$ cat config.mk
export PLATFORM = sky130hd
export DESIGN_NAME = selective_receive_window
export DESIGN_NICKNAME = d
export VERILOG_FILES = /design/src/rtl/srw_pkg.sv /design/src/rtl/srw_mark.sv /design/src/rtl/srw_scan.sv /design/src/rtl/selective_receive_window.sv
export SDC_FILE = /design/constraint.sdc
export NUM_CORES = 1
export LEC_CHECK = 0
export ABC_CLOCK_PERIOD_IN_PS = 19800
export BUFFER_PORTS_ARGS = -buffer_cell sky130_fd_sc_hd__buf_2
export CORE_ASPECT_RATIO = 0.7
export CORE_UTILIZATION = 25
export CTS_CLUSTER_SIZE = 16
export DETAILED_ROUTE_END_ITERATION = 6
export HOLD_SLACK_MARGIN = 0.15
export PLACE_DENSITY = 0.53
export SYNTH_ARGS = -nofsm -noshare
export SYNTH_HDL_FRONTEND = slang
export SYNTH_SLANG_ARGS = --single-unit
$ cat constraint.sdc
create_clock -name clk -period 19.8 [get_ports clk]
set_input_delay 0.99 -clock clk [delete_from_list [all_inputs] [get_ports clk]]
set_output_delay 0.99 -clock clk [all_outputs]
set_load 0.05 [all_outputs]
$ cat src/rtl/srw_pkg.sv
// Shared constants, types and register indexes for the selective receive window.
package srw_pkg;

    localparam int unsigned WINDOW_SLOTS = 32;
    localparam int unsigned SEGMENT_SIZE = 1;
    localparam int unsigned SEQ_W        = 32;
    // Wide enough to hold WINDOW_SLOTS itself (all slots received)
    localparam int unsigned SLOT_W       = $clog2(WINDOW_SLOTS + 1);
    localparam int unsigned CFG_IDX_W    = 1;

    localparam logic [CFG_IDX_W-1:0] CFG_START_SEQ  = 1'b0;
    localparam logic [CFG_IDX_W-1:0] CFG_SERVER_SEQ = 1'b1;

    typedef logic [SEQ_W-1:0]        seq_t;
    typedef logic [WINDOW_SLOTS-1:0] slot_map_t;

    typedef struct packed {
        logic [SLOT_W-1:0] first;
        logic              slide;
    } scan_t;

endpackage

$ cat src/rtl/srw_mark.sv
// Slot match: compares a sequence number with every slot's expected number.
module srw_mark
(
    input  srw_pkg::seq_t      seq,
    input  srw_pkg::seq_t      base,
    input  srw_pkg::slot_map_t map_in,
    output srw_pkg::slot_map_t map_out,
    output logic               marked
);

    srw_pkg::seq_t      diff;
    srw_pkg::slot_map_t hit;

    assign diff = seq - base;

    // Slot i matches only when the offset is exactly i segments; offsets
    // behind the base have the top bit set and never match.
    always_comb
    begin
        for (int i = 0; i < int'(srw_pkg::WINDOW_SLOTS); i++)
        begin
            hit[i] = (diff == srw_pkg::SEQ_W'(i * int'(srw_pkg::SEGMENT_SIZE)));
        end
    end

    assign map_out = map_in | hit;
    assign marked  = |hit;

endmodule

$ cat src/rtl/srw_scan.sv
// First-missing-slot search, acknowledgement number and window slide.
module srw_scan
(
    input  srw_pkg::slot_map_t map_in,
    input  srw_pkg::seq_t      base,
    output srw_pkg::seq_t      ack,
    output srw_pkg::slot_map_t map_out,
    output srw_pkg::scan_t     info
);

    logic [srw_pkg::SLOT_W-1:0] first;

    // Lowest clear bit; WINDOW_SLOTS when every slot is received
    always_comb
    begin
        first = srw_pkg::SLOT_W'(srw_pkg::WINDOW_SLOTS);
        for (int i = int'(srw_pkg::WINDOW_SLOTS) - 1; i >= 0; i--)
        begin
            if (!map_in[i])
            begin
                first = srw_pkg::SLOT_W'(i);
            end
        end
    end

    assign ack = base + srw_pkg::SEQ_W'(srw_pkg::SEQ_W'(first)
                 * srw_pkg::SEQ_W'(srw_pkg::SEGMENT_SIZE));

    assign info.first = first;
    assign info.slide = (first > srw_pkg::SLOT_W'(1));

    // A full window shifts out every bit, leaving the map clear
    assign map_out = info.slide ? srw_pkg::slot_map_t'(map_in >> first) : map_in;

endmodule

$ cat src/rtl/selective_receive_window.sv
// Top level of the selective-repeat receive window.
//
// Receiver side of a selective-repeat window of srw_pkg::WINDOW_SLOTS slots.
// Slot i expects window base + i * SEGMENT_SIZE. Each input transaction
// carries the sequence number of one arriving data segment and yields
// exactly one acknowledgement transaction: ack_no is the expected number of
// the first unreceived slot (base + full window when all are received),
// ack_seq is the server sequence register, marked says the segment hit its
// slot, slid says the window moved. The window slides only past a received
// prefix of two or more slots, or the whole window.
// Timing: one transaction per clock sustained while out_ready is high. An
// accepted segment is held in the input register; the match, first-zero
// search and slide are evaluated in a single combinational pass against the
// window state, and the result is written to the output register once that
// register is free or draining. One further segment can be accepted whilst a
// result waits; with both registers full, in_ready stays low until out_ready.
// Back-to-back segments see the state left by the one before.
// Configuration: index CFG_START_SEQ reloads the window base and clears all
// received bits; CFG_SERVER_SEQ sets ack_seq. Write only when idle.
module selective_receive_window
(
    input  logic                          clk,
    input  logic                          rst_n,

    input  logic                          cfg_we,
    input  logic [srw_pkg::CFG_IDX_W-1:0] cfg_index,
    input  logic [srw_pkg::SEQ_W-1:0]     cfg_data,

    input  logic                          in_valid,
    output logic                          in_ready,
    input  logic [srw_pkg::SEQ_W-1:0]     seq_no,

    output logic                          out_valid,
    input  logic                          out_ready,
    output logic [srw_pkg::SEQ_W-1:0]     ack_no,
    output logic [srw_pkg::SEQ_W-1:0]     ack_seq,
    output logic                          marked,
    output logic                          slid
);

    // Input stage
    logic               in_valid_reg;
    srw_pkg::seq_t      seq_reg;

    // Window state
    srw_pkg::seq_t      base_reg;
    srw_pkg::seq_t      base_next;
    srw_pkg::slot_map_t map_reg;
    srw_pkg::slot_map_t map_next;
    srw_pkg::seq_t      server_seq_reg;

    // Result stage
    logic               out_valid_reg;
    srw_pkg::seq_t      ack_no_reg;
    srw_pkg::seq_t      ack_seq_reg;
    logic               marked_reg;
    logic               slid_reg;

    srw_pkg::slot_map_t map_marked;
    logic               hit;
    srw_pkg::seq_t      ack;
    srw_pkg::scan_t     info;
    logic               advance;

    // Evaluate the held segment when the result slot is free or draining
    assign advance  = in_valid_reg && (!out_valid_reg || out_ready);
    assign in_ready = !in_valid_reg || advance;

    srw_mark u_mark
    (
        .seq     (seq_reg),
        .base    (base_reg),
        .map_in  (map_reg),
        .map_out (map_marked),
        .marked  (hit)
    );

    srw_scan u_scan
    (
        .map_in  (map_marked),
        .base    (base_reg),
        .ack     (ack),
        .map_out (map_next),
        .info    (info)
    );

    assign base_next = info.slide ? ack : base_reg;

    always_ff @(posedge clk or negedge rst_n)
    begin
        if (!rst_n)
        begin
            in_valid_reg   <= 1'b0;
            out_valid_reg  <= 1'b0;
            base_reg       <= '0;
            map_reg        <= '0;
            server_seq_reg <= '0;
        end
        else
        begin
            if (in_ready)
            begin
                in_valid_reg <= in_valid;
            end

            if (advance)
            begin
                out_valid_reg <= 1'b1;
            end
            else if (out_ready)
            begin
                out_valid_reg <= 1'b0;
            end

            // Configuration must arrive only while idle; the block does not enforce it, and START_SEQ wins over advance
            if (cfg_we && cfg_index == srw_pkg::CFG_START_SEQ)
            begin
                base_reg <= cfg_data;
                map_reg  <= '0;
            end
            else if (advance)
            begin
                base_reg <= base_next;
                map_reg  <= map_next;
            end

            if (cfg_we && cfg_index == srw_pkg::CFG_SERVER_SEQ)
            begin
                server_seq_reg <= cfg_data;
            end
        end
    end

    // Payload registers, no reset
    always_ff @(posedge clk)
    begin
        if (in_valid && in_ready)
        begin
            seq_reg <= seq_no;
        end
        if (advance)
        begin
            ack_no_reg  <= ack;
            ack_seq_reg <= server_seq_reg;
            marked_reg  <= hit;
            slid_reg    <= info.slide;
        end
    end

    assign out_valid = out_valid_reg;
    assign ack_no    = ack_no_reg;
    assign ack_seq   = ack_seq_reg;
    assign marked    = marked_reg;
    assign slid      = slid_reg;

endmodule
# Yosys cells after proc, flatten, opt, wreduce, memory -nomap -nowiden
# Index checks and enable logic that the tools add are counted.
dict set report totals {
  input_bits 70
  word_cells 101
  register_bits 196
  output_inout_bits 68
}
dict set report classes {
  bitwise 2
  order_cmp 1
  n_addsub 2
  reduce_logical 14
  n_shift 1
  eq_ne 31
  n_mux 40
}
# operator n
set ops {}
lappend ops {{equality test 32 x 5 -> 1 bit (second input constant)} 16}
lappend ops {{equality test 32 x 4 -> 1 bit (second input constant)} 8}
lappend ops {{two-way mux 32 bit} 6}
lappend ops {{two-way mux 6 bit} 32}
lappend ops {{equality test 32 x 3 -> 1 bit (second input constant)} 4}
lappend ops {{equality test 32 x 2 -> 1 bit (second input constant)} 2}
lappend ops {{adder 32 x 6 -> 32 bit} 1}
lappend ops {{equality test 32 x 1 -> 1 bit (second input constant)} 1}
lappend ops {{zero test 32 bit} 1}
lappend ops {{bitwise OR 32 bit} 1}
lappend ops {{OR reduction 32 bit} 1}
lappend ops {{right shift 32 x 6 -> 32 bit} 1}
lappend ops {{subtractor 32 bit} 1}
lappend ops {{> comparator 6 x 1 -> 1 bit (second input constant)} 1}
lappend ops {{nonzero test 2 bit} 3}
lappend ops {{logical AND 1 bit} 4}
lappend ops {{zero test 1 bit} 2}
lappend ops {{logical OR 1 bit} 2}
lappend ops {{two-way mux 1 bit} 2}
lappend ops {{AND reduction 2 bit} 1}
lappend ops {{inverter 1 bit} 1}

# Longest topological paths before layout
dict set report logic_depth {
  depth_word 39
  mapped_depth 40
  depth_no_buf 36
}

# By module
# From an unflattened synthesis, not the netlist that was laid out.
dict set report hier_totals {
  cells_unflattened 1144
  area_unflattened_um2 12505.7
}
# module seq_area_each_um2 area_each_um2 n_inst cells_per_inst
set by_module_without_submodules {}
lappend by_module_without_submodules {selective_receive_window 5395.2 7188.1 1 354}
lappend by_module_without_submodules {srw_scan 0.0 2703.8 1 396}
lappend by_module_without_submodules {srw_mark 0.0 2613.8 1 394}

# Worst setup path before layout
# Ideal clock, no wire load.
dict set report synth_timing {
  path_kind {reg-to-reg}
  from {reg base_reg[0]}
  to {reg base_reg[31]}
  synth_period_minus_slack_ns 8.092
  t_arrival_ns 7.971
  path_stages_with_launch 39
  path_slack_ns 11.708
  t_required_ns 19.679
  path_buffers 4
  setup_time_ns 0.121
  path_cell_list {dfrtp_1 > ha_1 > fa_1 > nor2b_1 > o2111ai_2 > nand2_1 > xor2_1 > or4_4 > nor4_4 > nand4_4 > nor4_4 > buf_2 > nand2_1 > mux2i_1 > o221ai_1 > o21bai_1 > nor2_1 > buf_2 > [3 not listed] > a21o_1 > a21oi_1 > o21bai_1 > a21oi_1 > nor2b_1 > o21a_1 > nand3_1 > nor3_1 > nand3_1 > nor4_1 > and3_1 > nand2_1 > nor3_1 > and3_1 > nand3_1 > xnor2_1 > a22oi_1 > nand2_1}
}
dict set report synth_between {
  elab_chain_len 39
  elab_cells_between_ends 73
  cone_classes {add/sub: 2; order compare: 1; eq/ne: 31; mux: 35; bitwise: 1; reduce/logical: 3}
}
# element line
set synth_lines {}
lappend synth_lines {{start: declaration} selective_receive_window.sv:46} ;# srw_pkg::seq_t base_reg;
lappend synth_lines {{start signal: assignment} selective_receive_window.sv:118} ;# base_reg <= cfg_data;
lappend synth_lines {{start signal: assignment} selective_receive_window.sv:123} ;# base_reg <= base_next;
lappend synth_lines {{subtractor 32 bit} srw_mark.sv:14} ;# assign diff = seq - base;
lappend synth_lines {{equality test 32 x 5 -> 1 bit} srw_mark.sv:22} ;# hit[i] = (diff == srw_pkg::SEQ_W'(i * int'(srw_pkg::SEGMENT_SIZE)));
lappend synth_lines {{bitwise OR 32 bit} srw_mark.sv:26} ;# assign map_out = map_in | hit;
lappend synth_lines {{two-way mux 6 bit (32 in series)} srw_scan.sv:19} ;# if (!map_in[i])
lappend synth_lines {{adder 32 x 6 -> 32 bit (*)} srw_scan.sv:26} ;# assign ack = base + srw_pkg::SEQ_W'(srw_pkg::SEQ_W'(first)
lappend synth_lines {{via ack[31]} selective_receive_window.sv:61} ;# srw_pkg::seq_t ack;
lappend synth_lines {{two-way mux 32 bit (*)} selective_receive_window.sv:87} ;# assign base_next = info.slide ? ack : base_reg;
lappend synth_lines {{two-way mux 32 bit (*)} selective_receive_window.sv:121} ;# else if (advance)
lappend synth_lines {{two-way mux 32 bit (*)} selective_receive_window.sv:116} ;# if (cfg_we && cfg_index == srw_pkg::CFG_START_SEQ)
# The timed path passes the listed nets; every way through them passes the cells marked *. The select of a mux whose other input is x is not followed.
# A chain may end at the register's enable or synchronous reset.

# Final worst setup path
# Ends and elaborated chain as after synthesis.

==> results.py <==
metrics = {
    "grt": {
        "grt_pass1_vias": 10819,
        "grtUsageTotal_pct": 18.54,
        "antenna_found_initial": 6,
        "grt_pass1_wl_mm": 71.58,
        "grt_max_degree": 58,
        "grt_overflow": 0,
    },
    "sta": {
        "whs_ns": 0.4357,
        "max_freq_ghz": 0.09372,
        "hold_viol": 0,
        "clock_skew_ns": 0.02365,
        "maxSlewHeadroom_pct": 19.46,
        "slew_violations": 0,
        "tns_ns": 0,
        "period_share_pct": 53.89,
        "finalWorstSetupSlack_ns": 9.130,
        "fin_crit_ns": 10.67,
        "finalSetupViolations": 0,
        "rsz0062_at_grt": "no",
        "tightest_slew_ns": 1.208,
    },
    "run": {
        "max_cap_violations": 0,
    },
    "power_and_ir_drop": {
        "p_sw_mw": 0.4781,
        "power_density_nw_per_um2": 82.75,
        "total_power_mw": 1.235,
        "p_int_mw": 0.7569,
        "power_frac_comb_pct": 29.0,
        "seqPwrFrac_pct": 40.1,
        "leakagePower_nw": 5.978,
        "switching_share_pct": 38.71,
        "vdd_ir_drop_max_uv": 59.06,
        "clockPowerShare_pct": 30.9,
    },
    "finish": {
        "syn_to_final_growth_pct": 16.01,
        "fin_cells": 2132,
        "drive_gt1_share_pct": 19.35,
        "post-route-util_pct": 29.40,
        "layout.nets": 1554,
        "finish.instance_area_um2": 14920,
    },
    "placement": {
        "io_buffers": 137,
        "dp_hpwl_mm": 37.53,
        "dpl_cell_area_um2": 14290,
        "place_congestion": 0.9884,
        "place_inst": 2099,
        "pre_cts_ws_ns": 9.469,
    },
    "setup_path": {
        "worstPathArrival_ns": 11.03,
        "crit_top_cell": "nand3_1",
        "cp.required_ns": 20.16,
        "crit_slowest_cell": "nor4b_2",
        "end_kind": "flip-flop",
        "critical_path_class": "flip-flop to flip-flop",
        "cpPeakStageDelay_ns": 0.99,
        "start_kind": "flip-flop",
        "crit_fanout": 22,
    },
    "synthesis": {
        "synth_ff_type": "edfxtp_1",
        "synth_cell_types": 97,
        "syn_nets": 1438,
        "synth_fa_ha_area_share_pct": 4.007,
        "ys_ff_latch": 196,
        "yosysTopAreaCell": "edfxtp_1",
        "syn_area_per_cell_um2": 9.687,
        "synth_edf_count": 98,
        "synth_top_family_by_area": "compound AO/OA/AOI/OAI gates",
        "synth.most_common_cell": "nand2_1",
        "ys_seq_area_share_pct": 41.94,
        "synth_common_cells": "nand2_1 (120), a21oi_1 (108), dfrtp_1 (98), edfxtp_1 (98), nor2_1 (92)",
        "synth_compound_area_share_pct": 20.80,
        "yosys.area_share.simple_pct": 16.31,
        "synthXorXnorAreaFrac_pct": 3.132,
        "async_flop_share_pct": 50.00,
        "yosys_warnings": 0,
        "synth.top_cells.by_area": "edfxtp_1 (23%), dfrtp_1 (19%), mux2i_1 (5.3%)",
        "synth.top_cell.area_share_pct": 22.87,
        "netlist_area_um2": 12860,
        "synthCells": 1328,
        "synthMuxAreaShare_pct": 9.784,
    },
    "drt": {
        "num_vias": 11636,
        "dr_wl_met2_mm": 17.73,
        "routed_via_density": 5.458,
        "routed-wl-met3_mm": 4.603,
        "drtIter0Drc": 1449,
        "wl_mm": 48.80,
        "routedWlPerCell_um": 22.89,
        "drtAntennaViolNets": 0,
        "drc": 0,
        "firstDrtPassIters": 5,
        "met1Wirelength_mm": 25.44,
        "top_layer": "met5",
    },
    "cts": {
        "worstSkewPairLatency_ns": 0.48,
        "numCtsBuffers": 17,
        "post_cts_buffers": 0,
        "cts_root_buf": "clkbuf_16",
        "cts_sinks": 196,
        "ctsResizeCount": 0,
        "cts_tree": "yes",
        "clock_path_buffers": 2,
        "h-tree-depth": 4,
        "hold_buffers": 0,
        "path_clk_slew_ns": 0.09,
    },
    "floorplan": {
        "die_w_um": 273.1,
        "core-area_um2": 50760,
        "die_h_um": 191.8,
        "die-area_um2": 52390,
        "rows": 69,
        "start_util_pct": 25.34,
        "io_pins": 138,
    },
    "status": {
        "status": "finished clean",
    },
    "min_path": {
        "hold_class": "flip-flop to flip-flop",
    },
}
## cells in the final DEF, fill, tap and decap left out, types with 9 or more instances in the layout
cell type / n
buf_2: 136
a31oi_1: 19
mux2_2: 42
a211oi_1: 9
clkbuf_16: 17
and3_1: 24
nor3_1: 33
nand4_1: 14
inv_1: 50
xor2_1: 9
o21ai_0: 80
buf_4: 25
a21o_1: 20
nand2_1: 119
a21oi_1: 107
or3_1: 9
o21ai_1: 13
nor4_1: 12
nor2_1: 91
ha_1: 38
nand3_1: 39
a221o_1: 10
xnor2_1: 37
mux2i_1: 68
dfrtp_1: 98
o22ai_1: 10
o211ai_1: 12
a22oi_1: 23
nand2b_1: 13
edfxtp_1: 98
o21a_1: 10
## critical path, delay by kind of cell, from the launching register on
family / cells / cell delay (ns)
AO/OA/AOI/OAI: 13 / 3.27
XOR/XNOR: 2 / 0.47
adder cells (fa/ha/maj): 3 / 1.04
buffers and inverters: 1 / 0.45
flip-flops: 1 / 0.47
AND/OR/NAND/NOR: 16 / 4.82
## cell type report
type                    instances  area (um^2)
multi-input cells            1014         6978
repair buffers                161        868.3
inverters                      54        203.9
clock inverters                15        207.7
clock buffers                  17        425.4
well taps                     674        843.3
diodes                          1        2.502
fillers                      5374        35840
flip-flops and latches        196         5395
## path summary, 6_finish.rpt
kind,to,cells past startpoint,from,slack (ns)
worst min register to register,ack_seq[9],0,server_seq_reg[9],0.44
worst min-delay path,ack_seq[9],0,server_seq_reg[9],0.44
worst max register to register,base_reg[31],35,base_reg[0],9.13
max in group asynchronous,in_valid_reg,2,rst_n,18.02
worst max-delay path,base_reg[31],35,base_reg[0],9.13
min in group asynchronous,base_reg[2],1,rst_n,0.57
## metal layers
layer  vias to the layer above  GRT usage [%]
met4                        12          5.178
met1                      5779          29.89
li1                       5255              -
met5                         -          1.128
met3                        62          5.276
met2                       528          22.52
## cell families (layout without fill, tap and decap cells)
kind of cell | Yosys count | in the layout
adders and majority gates | 40 | 40
DFF | 196 | 196
buffers and inverters | 118 | 247
and+or+nand+nor | 408 | 408
muxes | 117 | 117
other | 0 | 1
xor gates and xnor gates | 46 | 46
AOI/OAI and AO/OA | 403 | 403
## power groups by stage
stage               Sequential [mW]  Combinational (mW)  Clock, mW
floorplan                     0.550               0.197          0
global placement              0.502               0.351          0
detailed placement            0.503               0.353          0
CTS                           0.495               0.355      0.393
global route                  0.499               0.386      0.406
finish                        0.495               0.358      0.382
Note: power is estimated with default switching activity, not from simulation.
